===== config.mk =====
export PLATFORM = sky130hd
export DESIGN_NAME = csv_field_tokenizer_top
export DESIGN_NICKNAME = d
export VERILOG_FILES = /design/src/rtl/csvt_pkg.sv /design/src/rtl/csvt_in_reg.sv /design/src/rtl/csvt_parser.sv /design/src/rtl/csvt_out_fifo.sv /design/src/rtl/csv_field_tokenizer_top.sv
export SDC_FILE = /design/constraint.sdc
export NUM_CORES = 1
export LEC_CHECK = 0
export BUFFER_PORTS_ARGS = -buffer_cell sky130_fd_sc_hd__buf_2
export CAP_MARGIN = 20
export CORE_ASPECT_RATIO = 1.25
export CORE_MARGIN = 2
export CORE_UTILIZATION = 58
export CTS_BUF_LIST = sky130_fd_sc_hd__clkbuf_4
export CTS_CLUSTER_DIAMETER = 40
export DETAILED_ROUTE_END_ITERATION = 16
export PLACE_DENSITY = 0.87
export SYNTH_ARGS = -nofsm -noshare
export SYNTH_HDL_FRONTEND = slang
export SYNTH_HIERARCHICAL = 1
export SYNTH_SLANG_ARGS = --single-unit
export TNS_END_PERCENT = 1

===== constraint.sdc =====
create_clock -name clk -period 6.1 [get_ports clk]
set_clock_uncertainty 0.2 [all_clocks]
set_input_delay 0.915 -clock clk [delete_from_list [all_inputs] [get_ports clk]]
set_output_delay 0.915 -clock clk [all_outputs]
set_load 0.05 [all_outputs]

===== src/rtl/csvt_pkg.sv =====
// ----------------------------------------------------------------------------
// csvt_pkg
// Shared types and constants of the csv field tokenizer: parse modes, the
// input item, the result item and the group of results one byte produces.
// ----------------------------------------------------------------------------
`default_nettype none

package csvt_pkg;

  localparam logic [7:0] CH_QUOTE = 8'h22;
  localparam logic [7:0] CH_LF    = 8'h0A;
  localparam logic [7:0] CH_CR    = 8'h0D;
  localparam logic [7:0] CH_SPACE = 8'h20;
  localparam logic [7:0] CH_TAB   = 8'h09;
  localparam logic [7:0] CH_VT    = 8'h0B;
  localparam logic [7:0] CH_FF    = 8'h0C;

  localparam logic [7:0] DELIM_RESET = 8'h2C;

  // result queue
  localparam int RQ_DEPTH = 4;
  localparam int RQ_AW    = 2;

  typedef enum logic [2:0] {
    MODE_FIELD_START = 3'd0,
    MODE_UNQUOTED    = 3'd1,
    MODE_FULL        = 3'd2,
    MODE_QUOTED      = 3'd3,
    MODE_QUOTE_SEEN  = 3'd4,
    MODE_SKIP        = 3'd5,
    MODE_EOL_SKIP    = 3'd6,
    MODE_AFTER_CR    = 3'd7
  } mode_t;

  typedef struct packed {
    logic [7:0] data_byte;
    logic       end_of_data;
  } item_t;

  typedef struct packed {
    logic       write_valid;
    logic [4:0] column;
    logic [7:0] position;
    logic [7:0] value_byte;
    logic       field_done;
    logic [7:0] field_length;
    logic       quoted_field;
    logic       row_done;
    logic       last_of_run;
  } res_t;

  typedef struct packed {
    logic [1:0] count;
    res_t       r0;
    res_t       r1;
  } push_t;

endpackage

`default_nettype wire


===== src/rtl/csvt_in_reg.sv =====
// ----------------------------------------------------------------------------
// csvt_in_reg
// Input register: holds one byte item until the parser takes it.
// ----------------------------------------------------------------------------
`default_nettype none

module csvt_in_reg (
  input  wire logic          clk,
  input  wire logic          rst,
  input  wire logic          in_valid,
  output logic               in_stall,
  input  wire logic [7:0]    data_byte,
  input  wire logic          end_of_data,
  input  wire logic          take,
  output logic               item_valid,
  output csvt_pkg::item_t    item
);

  logic load;

  assign in_stall = item_valid && !take;
  assign load     = in_valid && !in_stall;

  always_ff @(posedge clk) begin
    if (rst) begin
      item_valid <= 1'b0;
    end else if (load) begin
      item_valid <= 1'b1;
    end else if (take) begin
      item_valid <= 1'b0;
    end
  end

  always_ff @(posedge clk) begin
    if (load) begin
      item.data_byte   <= data_byte;
      item.end_of_data <= end_of_data;
    end
  end

endmodule

`default_nettype wire


===== src/rtl/csvt_parser.sv =====
// ----------------------------------------------------------------------------
// csvt_parser
// Parse state and the single-pass step logic: one byte in, up to two
// results out, next mode and field counters.
// ----------------------------------------------------------------------------
`default_nettype none

module csvt_parser #(
  parameter int MAX_COLUMNS   = 32,
  parameter int MAX_FIELD_LEN = 256
) (
  input  wire logic          clk,
  input  wire logic          rst,
  input  wire logic          cfg_wr_en,
  input  wire logic [7:0]    cfg_wr_data,
  input  wire logic          fire,
  input  csvt_pkg::item_t    item,
  output csvt_pkg::push_t    push
);

  localparam int CW = (MAX_COLUMNS > 1) ? $clog2(MAX_COLUMNS) : 1;
  localparam int LW = $clog2(MAX_FIELD_LEN);
  localparam logic [CW-1:0] COL_LAST = CW'(MAX_COLUMNS - 1);
  localparam logic [LW-1:0] LEN_FULL = LW'(MAX_FIELD_LEN - 1);

  logic [7:0]      delimiter;
  csvt_pkg::mode_t mode, mode_next;
  logic [CW-1:0]   col, col_next;
  logic [LW-1:0]   stored, stored_next;
  logic [LW-1:0]   trimmed, trimmed_next;
  logic            quoted, quoted_next;

  logic [7:0] c;
  logic       is_d, is_q, is_cr, is_lf, is_blank;

  csvt_pkg::mode_t m_w;
  logic [CW-1:0]   col_w;
  logic [LW-1:0]   sl_w, tl_w;
  logic            q_w;
  logic            go_start, go_u, go_skip, go_qstore, go_rb, end_d, end_e, row_w;

  logic            fin_a, fa_row, fa_q, wr, fin_b;
  logic [LW-1:0]   fa_len, wr_pos, fb_len;
  logic [CW-1:0]   fa_col, wr_col;
  logic [CW+4:0]   fa_col_x, wr_col_x, fb_col_x;
  logic [LW+7:0]   fa_len_x, wr_pos_x, fb_len_x;
  csvt_pkg::res_t  res_fa, res_wr, res_fb;
  logic [1:0]      n;

  assign c        = item.data_byte;
  assign is_d     = (c == delimiter);
  assign is_q     = (c == csvt_pkg::CH_QUOTE);
  assign is_cr    = (c == csvt_pkg::CH_CR);
  assign is_lf    = (c == csvt_pkg::CH_LF);
  assign is_blank = (c == csvt_pkg::CH_SPACE) || (c == csvt_pkg::CH_TAB) ||
                    (c == csvt_pkg::CH_VT) || (c == csvt_pkg::CH_FF) || is_cr || is_lf;

  // main step
  always_comb begin
    m_w = mode; col_w = col; sl_w = stored; tl_w = trimmed; q_w = quoted;
    go_start = 1'b0; go_u = 1'b0; go_skip = 1'b0; go_qstore = 1'b0; go_rb = 1'b0;
    end_d = 1'b0; end_e = 1'b0; row_w = 1'b0;
    fin_a = 1'b0; fa_row = 1'b0; fa_q = 1'b0; fa_len = '0; fa_col = col;
    wr = 1'b0; wr_pos = '0; wr_col = col;

    unique case (mode)
      csvt_pkg::MODE_FIELD_START: go_start = 1'b1;
      csvt_pkg::MODE_UNQUOTED:    go_u = 1'b1;
      csvt_pkg::MODE_FULL: begin
        if (is_d) begin
          go_u = 1'b1;
        end else begin
          fin_a  = 1'b1;
          fa_row = 1'b1;
          fa_len = quoted ? stored : trimmed;
          fa_q   = quoted;
          fa_col = col;
          col_w  = '0;
          sl_w   = '0;
          tl_w   = '0;
          q_w    = 1'b0;
          go_rb  = 1'b1;
        end
      end
      csvt_pkg::MODE_QUOTED: begin
        if (is_q) m_w = csvt_pkg::MODE_QUOTE_SEEN;
        else go_qstore = 1'b1;
      end
      csvt_pkg::MODE_QUOTE_SEEN: begin
        if (is_q) begin
          go_qstore = 1'b1;
        end else begin
          m_w     = csvt_pkg::MODE_SKIP;
          go_skip = 1'b1;
        end
      end
      csvt_pkg::MODE_SKIP:     go_skip = 1'b1;
      csvt_pkg::MODE_EOL_SKIP: go_rb = 1'b1;
      csvt_pkg::MODE_AFTER_CR: begin
        m_w = csvt_pkg::MODE_FIELD_START;
        if (!is_lf) go_start = 1'b1;
      end
    endcase

    // row boundary
    if (go_rb) begin
      if (is_cr) m_w = csvt_pkg::MODE_AFTER_CR;
      else if (is_lf) m_w = csvt_pkg::MODE_FIELD_START;
      else go_start = 1'b1;
    end

    // field start
    if (go_start) begin
      sl_w = '0;
      tl_w = '0;
      q_w  = 1'b0;
      if (is_q) begin
        q_w = 1'b1;
        m_w = csvt_pkg::MODE_QUOTED;
      end else begin
        go_u = 1'b1;
      end
    end

    // unquoted byte
    if (go_u) begin
      if (is_d) begin
        end_d = 1'b1;
      end else if (is_cr || is_lf) begin
        end_e = 1'b1;
      end else begin
        wr     = 1'b1;
        wr_pos = sl_w;
        wr_col = col_w;
        sl_w   = sl_w + LW'(1);
        if (!is_blank) tl_w = sl_w;
        m_w = (sl_w >= LEN_FULL) ? csvt_pkg::MODE_FULL : csvt_pkg::MODE_UNQUOTED;
      end
    end

    if (go_skip) begin
      if (is_d) end_d = 1'b1;
      else if (is_cr || is_lf) end_e = 1'b1;
    end

    // quoted byte
    if (go_qstore) begin
      wr     = 1'b1;
      wr_pos = sl_w;
      wr_col = col_w;
      sl_w   = sl_w + LW'(1);
      m_w    = (sl_w >= LEN_FULL) ? csvt_pkg::MODE_SKIP : csvt_pkg::MODE_QUOTED;
    end

    // field end
    if (end_d || end_e) begin
      row_w  = end_e || (col_w == COL_LAST);
      fin_a  = 1'b1;
      fa_row = row_w;
      fa_len = q_w ? sl_w : tl_w;
      fa_q   = q_w;
      fa_col = col_w;
      col_w  = row_w ? '0 : col_w + CW'(1);
      sl_w   = '0;
      tl_w   = '0;
      q_w    = 1'b0;
      if (end_e) m_w = is_cr ? csvt_pkg::MODE_AFTER_CR : csvt_pkg::MODE_FIELD_START;
      else m_w = row_w ? csvt_pkg::MODE_EOL_SKIP : csvt_pkg::MODE_FIELD_START;
    end
  end

  // end of data and result assembly
  always_comb begin
    fin_b = item.end_of_data &&
            ((m_w == csvt_pkg::MODE_UNQUOTED) || (m_w == csvt_pkg::MODE_FULL) ||
             (m_w == csvt_pkg::MODE_QUOTED) || (m_w == csvt_pkg::MODE_QUOTE_SEEN) ||
             (m_w == csvt_pkg::MODE_SKIP) ||
             ((m_w == csvt_pkg::MODE_FIELD_START) && (col_w != '0)));
    fb_len = q_w ? sl_w : tl_w;

    fa_col_x = {5'd0, fa_col};
    wr_col_x = {5'd0, wr_col};
    fb_col_x = {5'd0, col_w};
    fa_len_x = {8'd0, fa_len};
    wr_pos_x = {8'd0, wr_pos};
    fb_len_x = {8'd0, fb_len};

    res_fa = '0;
    res_fa.column       = fa_col_x[4:0];
    res_fa.field_done   = 1'b1;
    res_fa.field_length = fa_len_x[7:0];
    res_fa.quoted_field = fa_q;
    res_fa.row_done     = fa_row;

    res_fb = '0;
    res_fb.column       = fb_col_x[4:0];
    res_fb.field_done   = 1'b1;
    res_fb.field_length = fb_len_x[7:0];
    res_fb.quoted_field = q_w;
    res_fb.row_done     = 1'b1;

    res_wr = '0;
    res_wr.write_valid = 1'b1;
    res_wr.column      = wr_col_x[4:0];
    res_wr.position    = wr_pos_x[7:0];
    res_wr.value_byte  = c;
    if (fin_b) begin
      res_wr.field_done   = 1'b1;
      res_wr.field_length = fb_len_x[7:0];
      res_wr.quoted_field = q_w;
      res_wr.row_done     = 1'b1;
    end

    push.r0 = '0;
    push.r1 = '0;
    n       = 2'd0;
    if (fin_a) begin
      push.r0 = res_fa;
      if (wr) begin
        push.r1 = res_wr;
        n = 2'd2;
      end else if (fin_b) begin
        push.r1 = res_fb;
        n = 2'd2;
      end else begin
        n = 2'd1;
      end
    end else if (wr) begin
      push.r0 = res_wr;
      n = 2'd1;
    end else if (fin_b) begin
      push.r0 = res_fb;
      n = 2'd1;
    end

    push.r0.last_of_run = (n == 2'd1);
    push.r1.last_of_run = (n == 2'd2);
    push.count = fire ? n : 2'd0;
  end

  // next state
  always_comb begin
    if (item.end_of_data) begin
      mode_next    = csvt_pkg::MODE_FIELD_START;
      col_next     = '0;
      stored_next  = '0;
      trimmed_next = '0;
      quoted_next  = 1'b0;
    end else begin
      mode_next    = m_w;
      col_next     = col_w;
      stored_next  = sl_w;
      trimmed_next = tl_w;
      quoted_next  = q_w;
    end
  end

  always_ff @(posedge clk) begin
    if (rst) begin
      delimiter <= csvt_pkg::DELIM_RESET;
    end else if (cfg_wr_en) begin
      delimiter <= cfg_wr_data;
    end
  end

  always_ff @(posedge clk) begin
    if (rst) begin
      mode    <= csvt_pkg::MODE_FIELD_START;
      col     <= '0;
      stored  <= '0;
      trimmed <= '0;
      quoted  <= 1'b0;
    end else if (fire) begin
      mode    <= mode_next;
      col     <= col_next;
      stored  <= stored_next;
      trimmed <= trimmed_next;
      quoted  <= quoted_next;
    end
  end

endmodule

`default_nettype wire


===== src/rtl/csvt_out_fifo.sv =====
// ----------------------------------------------------------------------------
// csvt_out_fifo
// Result queue: takes up to two results a cycle, hands out one a cycle unless out_stall.
// ----------------------------------------------------------------------------
`default_nettype none

module csvt_out_fifo (
  input  wire logic          clk,
  input  wire logic          rst,
  input  csvt_pkg::push_t    push,
  output logic               room,
  output logic               out_valid,
  input  wire logic          out_stall,
  output csvt_pkg::res_t     head
);

  csvt_pkg::res_t mem [csvt_pkg::RQ_DEPTH];

  logic [csvt_pkg::RQ_AW-1:0] wp, rp;
  logic [csvt_pkg::RQ_AW:0]   count;
  logic                       pop;

  assign out_valid = (count != '0);
  assign pop       = out_valid && !out_stall;
  assign room      = (count <= (csvt_pkg::RQ_AW + 1)'(csvt_pkg::RQ_DEPTH - 2));
  assign head      = mem[rp];

  always_ff @(posedge clk) begin
    if (push.count != 2'd0) begin
      mem[wp] <= push.r0;
    end
    if (push.count == 2'd2) begin
      mem[wp + csvt_pkg::RQ_AW'(1)] <= push.r1;
    end
  end

  always_ff @(posedge clk) begin
    if (rst) begin
      wp    <= '0;
      rp    <= '0;
      count <= '0;
    end else begin
      wp    <= wp + csvt_pkg::RQ_AW'(push.count);
      rp    <= rp + csvt_pkg::RQ_AW'(pop);
      count <= count + (csvt_pkg::RQ_AW + 1)'(push.count)
                     - (csvt_pkg::RQ_AW + 1)'(pop);
    end
  end

endmodule

`default_nettype wire


===== src/rtl/csv_field_tokenizer_top.sv =====
// ----------------------------------------------------------------------------
// csv_field_tokenizer_top
// Streaming csv tokenizer: bytes in, field writes, field ends and row ends out.
// ----------------------------------------------------------------------------
// usage
//   input channel: one text byte per item (data_byte, end_of_data) on
//   in_valid / in_stall. output channel: one result per item on
//   out_valid / out_stall; a byte gives zero, one or two results, the last
//   one flagged by last_of_run.
//   the delimiter register is loaded by cfg_wr_en / cfg_wr_data; the user must
//   load it only while idle; the block does not enforce it. a byte is held in
//   the input register, parsed by combinational logic there, and its results
//   registered in the result queue. throughput: one byte per cycle while the
//   queue has room; two results of a byte leave in turn by its single port.
//   reset: parser back to field start at column 0, delimiter back to comma,
//   result queue emptied.
//   receiver stall: results wait in a four-entry queue; input stalls once
//   fewer than two free entries remain, so nothing is lost.
// ----------------------------------------------------------------------------
`default_nettype none

module csv_field_tokenizer_top #(
  parameter int MAX_COLUMNS   = 32,
  parameter int MAX_FIELD_LEN = 256
) (
  input  wire logic       clk,
  input  wire logic       rst,
  input  wire logic       cfg_wr_en,
  input  wire logic [7:0] cfg_wr_data,
  input  wire logic       in_valid,
  output logic            in_stall,
  input  wire logic [7:0] data_byte,
  input  wire logic       end_of_data,
  output logic            out_valid,
  input  wire logic       out_stall,
  output logic            write_valid,
  output logic [4:0]      column,
  output logic [7:0]      position,
  output logic [7:0]      value_byte,
  output logic            field_done,
  output logic [7:0]      field_length,
  output logic            quoted_field,
  output logic            row_done,
  output logic            last_of_run
);

  logic            item_valid;
  csvt_pkg::item_t item;
  logic            room;
  logic            fire;
  csvt_pkg::push_t push;
  csvt_pkg::res_t  head;

  assign fire = item_valid && room;

  csvt_in_reg u_in (
    .clk         (clk),
    .rst         (rst),
    .in_valid    (in_valid),
    .in_stall    (in_stall),
    .data_byte   (data_byte),
    .end_of_data (end_of_data),
    .take        (fire),
    .item_valid  (item_valid),
    .item        (item)
  );

  csvt_parser #(
    .MAX_COLUMNS   (MAX_COLUMNS),
    .MAX_FIELD_LEN (MAX_FIELD_LEN)
  ) u_parser (
    .clk         (clk),
    .rst         (rst),
    .cfg_wr_en   (cfg_wr_en),
    .cfg_wr_data (cfg_wr_data),
    .fire        (fire),
    .item        (item),
    .push        (push)
  );

  csvt_out_fifo u_fifo (
    .clk       (clk),
    .rst       (rst),
    .push      (push),
    .room      (room),
    .out_valid (out_valid),
    .out_stall (out_stall),
    .head      (head)
  );

  assign write_valid  = head.write_valid;
  assign column       = head.column;
  assign position     = head.position;
  assign value_byte   = head.value_byte;
  assign field_done   = head.field_done;
  assign field_length = head.field_length;
  assign quoted_field = head.quoted_field;
  assign row_done     = head.row_done;
  assign last_of_run  = head.last_of_run;

endmodule

`default_nettype wire


==> results of run 1 <==
[final cells by class]
| class | count | area [µm²] |
|---|---|---|
| Fill cell | 1344 | 6830 |
| Timing Repair Buffer | 92 | 601 |
| Clock inverter | 14 | 184 |
| Inverter | 20 | 75.1 |
| Clock buffer | 18 | 135 |
| Multi-Input combinational cell | 660 | 5560 |
| Antenna cell | 1 | 2.50 |
| Tap cell | 232 | 290 |
| Sequential cell | 186 | 5180 |
[report_power, final]
group	internal (mW)	total, mW	leakage [nW]	switching [mW]
logic	0.292	0.869	2.49	0.577
clock network	0.299	0.748	0.164	0.449
registers	1.46	1.52	1.67	0.0602
total	2.05	3.14	4.33	1.09
[synthesized netlist by cell type (6+ instances only)]
cell | number | area, µm²
mux2i_1 | 24 | 240
o21ai_0 | 14 | 70.1
buf_2 | 13 | 65.1
nand2b_1 | 9 | 56.3
xnor2_1 | 25 | 219
a21oi_1 | 35 | 175
ha_1 | 12 | 150
and3_1 | 14 | 87.6
and2_1 | 17 | 106
o31ai_1 | 6 | 45.0
mux2_2 | 136 | 1530
a21o_1 | 6 | 45.0
buf_6 | 9 | 101
xor2_1 | 9 | 78.8
o22ai_1 | 9 | 56.3
mux4_2 | 34 | 766
nand3_1 | 15 | 75.1
nor3_1 | 20 | 100
nor2_1 | 81 | 304
buf_4 | 22 | 165
dfxtp_1 | 41 | 821
inv_1 | 20 | 75.1
a31oi_1 | 12 | 75.1
nand2_1 | 45 | 169
nand4_1 | 6 | 37.5
a22oi_1 | 18 | 135
clkbuf_1 | 25 | 93.8
edfxtp_1 | 145 | 4350
[cell families (layout without fill, tap and decap cells)]
kind of cell	after synthesis	after routing
AND/OR/NAND/NOR	248	248
multiplexers	197	197
flip-flops	186	186
AO/OA/AOI/OAI	156	156
buffers and inverters	91	144
XOR/XNOR	34	34
adder cells (fa/ha/maj)	13	13
other	1	13
[worst max-delay path: cells and delay by family (launching register included)]
kind / cells / cell delay (ns)
AOI/OAI and AO/OA: 4 / 1.04
xor gates and xnor gates: 1 / 0.25
adders and majority gates: 3 / 0.88
muxes: 1 / 0.38
buffers and inverters: 2 / 0.50
DFF: 1 / 0.56
and+or+nand+nor: 10 / 1.73
[metal layers]
layer  wire [µm]  part of all wire [%]  vias up  GRT usage, %
met1       10100                    38     3894          32.5
met3        1830                   6.9       72          4.54
met2       13700                    52      389          47.3
li1            -                     -     3628             -
met4         847                   3.2        0          10.6
met5           0                     0        -             0
[what timing repair did]
action                     in CTS  in global routing
gates cloned                    0                  0
setup endpoints to repair      16                262
gates resized for setup         0                  7
setup buffers                   1                  4
pin swaps                       1                  0
[flip-flops by register name, summed over array words and instances (netlist names)]
register,count
u_fifo/count,3
u_fifo/mem,136
u_fifo/rp,2
u_fifo/wp,2
u_in/item,9
u_in/item_valid,1
u_parser/col,5
u_parser/delimiter,8
u_parser/mode,3
u_parser/quoted,1
u_parser/stored,8
u_parser/trimmed,8
[per-stage QoR]
stage	total power [mW]	area (µm²)	setup TNS, ns	hold WS (ns)
finish	3.14	12000	0	0.276
detailed placement	2.42	11600	0	0.284
CTS	3.15	12000	0	0.239
global route	3.26	12000	-0.604	0.227
global placement	2.40	11600	0	0.278
floorplan	2.22	11200	-14.16	0.262
[how the worst max path moves through the flow]
stage | cells after the start | to | slack, ns
after floorplan | 22 | u_fifo/mem[1][0] | -0.42
final | 21 | u_fifo/mem[1][9] | 0.28
after detailed placement | 21 | u_fifo/mem[1][9] | 0.06
after global routing | 21 | u_fifo/mem[1][0] | -0.05
after global placement | 21 | u_fifo/mem[1][4] | 0.23
after CTS | 21 | u_fifo/mem[1][9] | 0.15
==> impl_metrics.toml, run 1 <==
[run_status]
outcome = "complete, no violations"

[logic_synthesis]
synth.avg_cell_area_um2 = 12.1
synth_top_family_by_area = "multiplexers"
synth-edff-count = 145
synthSimpleGateAreaFrac_pct = 11.5
synth_compound_area_share_pct = 10.5
synth_mux_area_share_pct = 23.0
syn_area_um2 = 11200
ys_seq_area_share_pct = 46.3
synthAdderAreaFrac_pct = 1.52
ys_ff_latch = 186
synthArstFlopShare_pct = 0
synth.distinct_cells = 86
netlist_instances = 926
yosys_warnings = 6
synth_xor_area_share_pct = 2.66
ys.flop_type = "edfxtp_1"

[hold_path]
min_to = "u_in/item[8]"
worstHoldStart = "data_byte[7]"
hold_class = "in -> reg"
min_path_cells = 1

[final_layout]
final_common_cell = "edfxtp_1"
syn_to_final_growth_pct = 7.57
utilization_pct = 63.8
drive_gt1_share_pct = 32.9
nets = 1012
layoutNonFillerInstCount = 1223
layout_common_cells = "edfxtp_1, mux2_2, nor2_1"

[worst_setup_path]
setup.worst_path.start_class = "flip-flop"
cp_max_fo = 23
cp.required_ns = 6.27
path_common_cell = "ha_1"
ff2ff_setup_slack_ns = 0.28
reg2reg_to = "u_fifo/mem[1][9]"
crit_start = "u_in/item[1]"
worstReg2RegStart = "u_in/item[1]"
endpoint_kind = "flip-flop"
slowest_stage = "edfxtp_1"
crit_chain = "xnor2_1 -> and4_2 -> a21oi_2 -> buf_4 -> nor2_1 -> ha_1 -> nand2_1 -> nor2_1 -> ha_1 -> nor3_1 -> nor4b_1 -> a311oi_2 -> o2111ai_4 -> o21ai_4 -> nand2_1 -> ha_1 -> and2_1 -> nand2b_4 -> nor3_4 -> buf_6 -> mux2_2"
max_stage_delay_ns = 0.56
worstPathArrival_ns = 5.99
worstRegToRegCells = 21
critical_path_class = "reg -> reg"

[drt]
via_per_inst = 6.53
vias = 7983
drc_errors = 0
wl_um = 26600
postRouteAntennaNets = 0
drt_first_pass_iters = 5
wl_per_cell_um = 21.7
drt_iter0_drc = 950

[cts]
clk_pin_slew_ns = 0.16
root_buffer = "clkbuf_4"
cts_buffers = 17
cts_tree = "done"
cts.hold.buffers_added = 0
cts_buffer_depth = 2
cts_max_level = 4
clk_latency_ns = 0.60
cts_sinks = 186

[floorplan]
die-height_um = 159
start_util_pct = 59.3
die_w_um = 128
fp.dieArea_um2 = 20400
ios = 58
coreArea_um2 = 18800
row_count = 56

[place]
dpl.cell_count = 1184
place_hpwl_um = 18300
gp_congestion = 0.972
portBuffers = 57
post-place-ws_ns = 0.0591

[sta]
hold_viol = 0
post-route-min-period_ns = 5.82
rsz0062_at_grt = "true"
slew_violations = 0
layout_setup_ws_ns = 0.281
worstMarginPinSlew_ns = 1.02
slew_headroom_pct = 31.4
fmax_ghz = 0.172
fin_crit_sh_pct = 95.4
setup_violations = 0

[job]
maxCapViolCount = 0

[grt]
grt-ovfl-total = 0
grt_pass1_wl_um = 42600
grt_pass1_vias = 8095
grt_max_degree = 40
grt_util_all_layers_pct = 26.8
grt_antenna_before_repair = 1

[power_and_ir_drop]
p_leak_nw = 4.33
p_per_area_nw_per_um2 = 261
max-vdd-ir-drop_mv = 0.122
(Power assumes the default switching activity.)
==> run 2: changes to the inputs <==
--- a/config.mk
+++ b/config.mk
@@ -14,6 +14,7 @@
 export CTS_CLUSTER_DIAMETER = 40
 export DETAILED_ROUTE_END_ITERATION = 16
 export PLACE_DENSITY = 0.87
+export REMOVE_ABC_BUFFERS = 1
 export SYNTH_ARGS = -nofsm -noshare
 export SYNTH_HDL_FRONTEND = slang
 export SYNTH_HIERARCHICAL = 1
==> run 2 against run 1 <==
Against the previous run: sequential power about the same; count of clock-buffer cells in the layout down 1; sequential cell count unchanged; largest power group unchanged.
==> impl_metrics.toml, run 2 (same netlist as run 1, synthesis figures left out) <==
[final_layout]
largest_reg_flops = 136
multi_input_area_um2 = 5560
layout_common_cells = "edfxtp_1, mux2_2, nor2_1"
layoutNonFillerInstCount = 1223
drive_gt1_share_pct = 32.7
syn_to_final_growth_pct = 8.21
reg_top3 = "u_fifo/mem (136), u_in/item (9)"
fill_cells = 1358
final_common_cell = "edfxtp_1"
largest-register = "u_fifo/mem"
regArea_um2 = 5180
nets = 1012

[cts]
cts_sinks = 186
root_buffer = "clkbuf_4"
cts_max_level = 4
cts_buffers = 17
cts.hold.buffers_added = 0
cts_tree = "done"
clk_latency_ns = 0.59
cts_buffer_depth = 2
clk_pin_slew_ns = 0.16

[worst_setup_path]
path_buf_inv = 2
worstPathArrival_ns = 5.92
cp.required_ns = 6.25
ff2ff_setup_slack_ns = 0.32
endpoint = "u_fifo/mem[1][7]"
max_stage_delay_ns = 0.56
worstRegToRegCells = 21
cp_max_fo = 34
cp.depth = 21
slowest_stage = "edfxtp_1"
crit_chain = "and4bb_2 -> o211a_1 -> o21ai_0 -> nor2_1 -> nand2_1 -> inv_1 -> ha_1 -> nand2b_1 -> o22ai_1 -> nand4_1 -> or3b_1 -> a21boi_0 -> o22a_1 -> o21ai_4 -> nand2_1 -> ha_1 -> and2_2 -> nand2b_4 -> nor3_4 -> buf_12 -> mux2_2"
worstReg2RegStart = "u_in/item[3]"
setup.worst_path.start_class = "flip-flop"
critical_path_class = "reg -> reg"
endpoint_kind = "flip-flop"
crit_start = "u_in/item[3]"
crit_family = "simple AND/OR/NAND/NOR gates"
reg2reg_to = "u_fifo/mem[1][7]"

[place]
post-place-ws_ns = 0.304
portBuffers = 57
dpl.cell_count = 1179
gp_congestion = 0.968
place_hpwl_um = 17300

[power_and_ir_drop]
p_leak_nw = 4.36
intPower_mw = 2.09
p_seq_share_pct = 47.5
swShare_pct = 34.4
power_switching_mw = 1.09
power_frac_comb_pct = 27.7
p_clk_share_pct = 24.8
p_per_area_nw_per_um2 = 263
max-vdd-ir-drop_mv = 0.175

[sta]
slew_headroom_pct = 34.0
worstMarginPinSlew_ns = 0.983
fin_crit_sh_pct = 94.7
fmax_ghz = 0.173
slew_violations = 0
layout_setup_ws_ns = 0.324
setup_violations = 0
post-route-min-period_ns = 5.78
hold_viol = 0

[hold_path]
min_path_cells = 1
hold_class = "in -> reg"

[drt]
vias = 8010
drt_iter0_drc = 849
drc_errors = 0
postRouteAntennaNets = 0
via_per_inst = 6.55
drt_first_pass_iters = 6
wl_per_cell_um = 21.4
wl_um = 26100

[floorplan]
coreArea_um2 = 18800
row_count = 56
die_w_um = 128
ios = 58
fp.dieArea_um2 = 20400
start_util_pct = 59.3
die-height_um = 159

[grt]
grt_antenna_before_repair = 1
grt_util_all_layers_pct = 26.1
grt-ovfl-total = 0
grt_pass1_vias = 7967
grt_pass1_wl_um = 41900
grt_max_degree = 40

[job]
maxCapViolCount = 0

[run_status]
outcome = "complete, no violations"
==> run 2: cell type report <==
cell class	instances	share of cell area, %
multi-input combinational	660	45.9
sequential	186	42.8
timing repair buffer	92	5.36
tap	232	2.40
clock inverter	15	1.79
clock buffer	17	1.06
inverter	20	0.621
antenna	1	0.0207
==> run 2: worst min path at each step <==
stage                                      from                     to  slack (ns)
after floorplan           u_parser/delimiter[2]  u_parser/delimiter[2]        0.26
after global placement      u_parser/trimmed[2]    u_parser/trimmed[2]        0.29
after detailed placement  u_parser/delimiter[3]  u_parser/delimiter[3]        0.30
after CTS                          data_byte[0]           u_in/item[1]        0.26
after global routing               data_byte[4]           u_in/item[5]        0.24
final                              data_byte[0]           u_in/item[1]        0.28
==> run 2: through the flow <==
step	hold WS (ns)	cell area (µm²)	utilization, %	total power, mW	setup TNS, ns
2_1_floorplan	0.262	10800	-	2.20	-40.98
3_3_place_gp	0.294	11700	61.9	2.40	0
3_5_place_dp	0.301	11700	61.9	2.41	0
4_1_cts	0.257	12000	63.7	3.18	0
5_1_grt	0.237	12100	64.2	3.30	-0.0504
6_report	0.283	12100	64.2	3.18	0
==> run 2: repair_timing <==
action                                 4_1_cts  5_1_grt
setup endpoints to repair                    0      205
endpoints found under the hold margin        0        0
setup buffers                                0       10
gates resized for setup                      0        2
==> run 2: metal layers <==
layer / global-route usage, % / share of wire, % / vias up
met5: 0 / 0 / -
met3: 4.67 / 7.7 / 69
met4: 9.39 / 2.4 / 0
li1: - / - / 3627
met1: 34.8 / 41 / 3895
met2: 43.0 / 49 / 419
==> run 2: power groups by stage <==
| stage | combinational [mW] | clock (mW) | sequential (mW) |
|---|---|---|---|
| after floorplan | 0.638 | 0 | 1.56 |
| after global placement | 0.860 | 0 | 1.54 |
| after detailed placement | 0.868 | 0 | 1.54 |
| after CTS | 0.872 | 0.797 | 1.51 |
| after global routing | 0.934 | 0.844 | 1.52 |
| final | 0.881 | 0.789 | 1.51 |
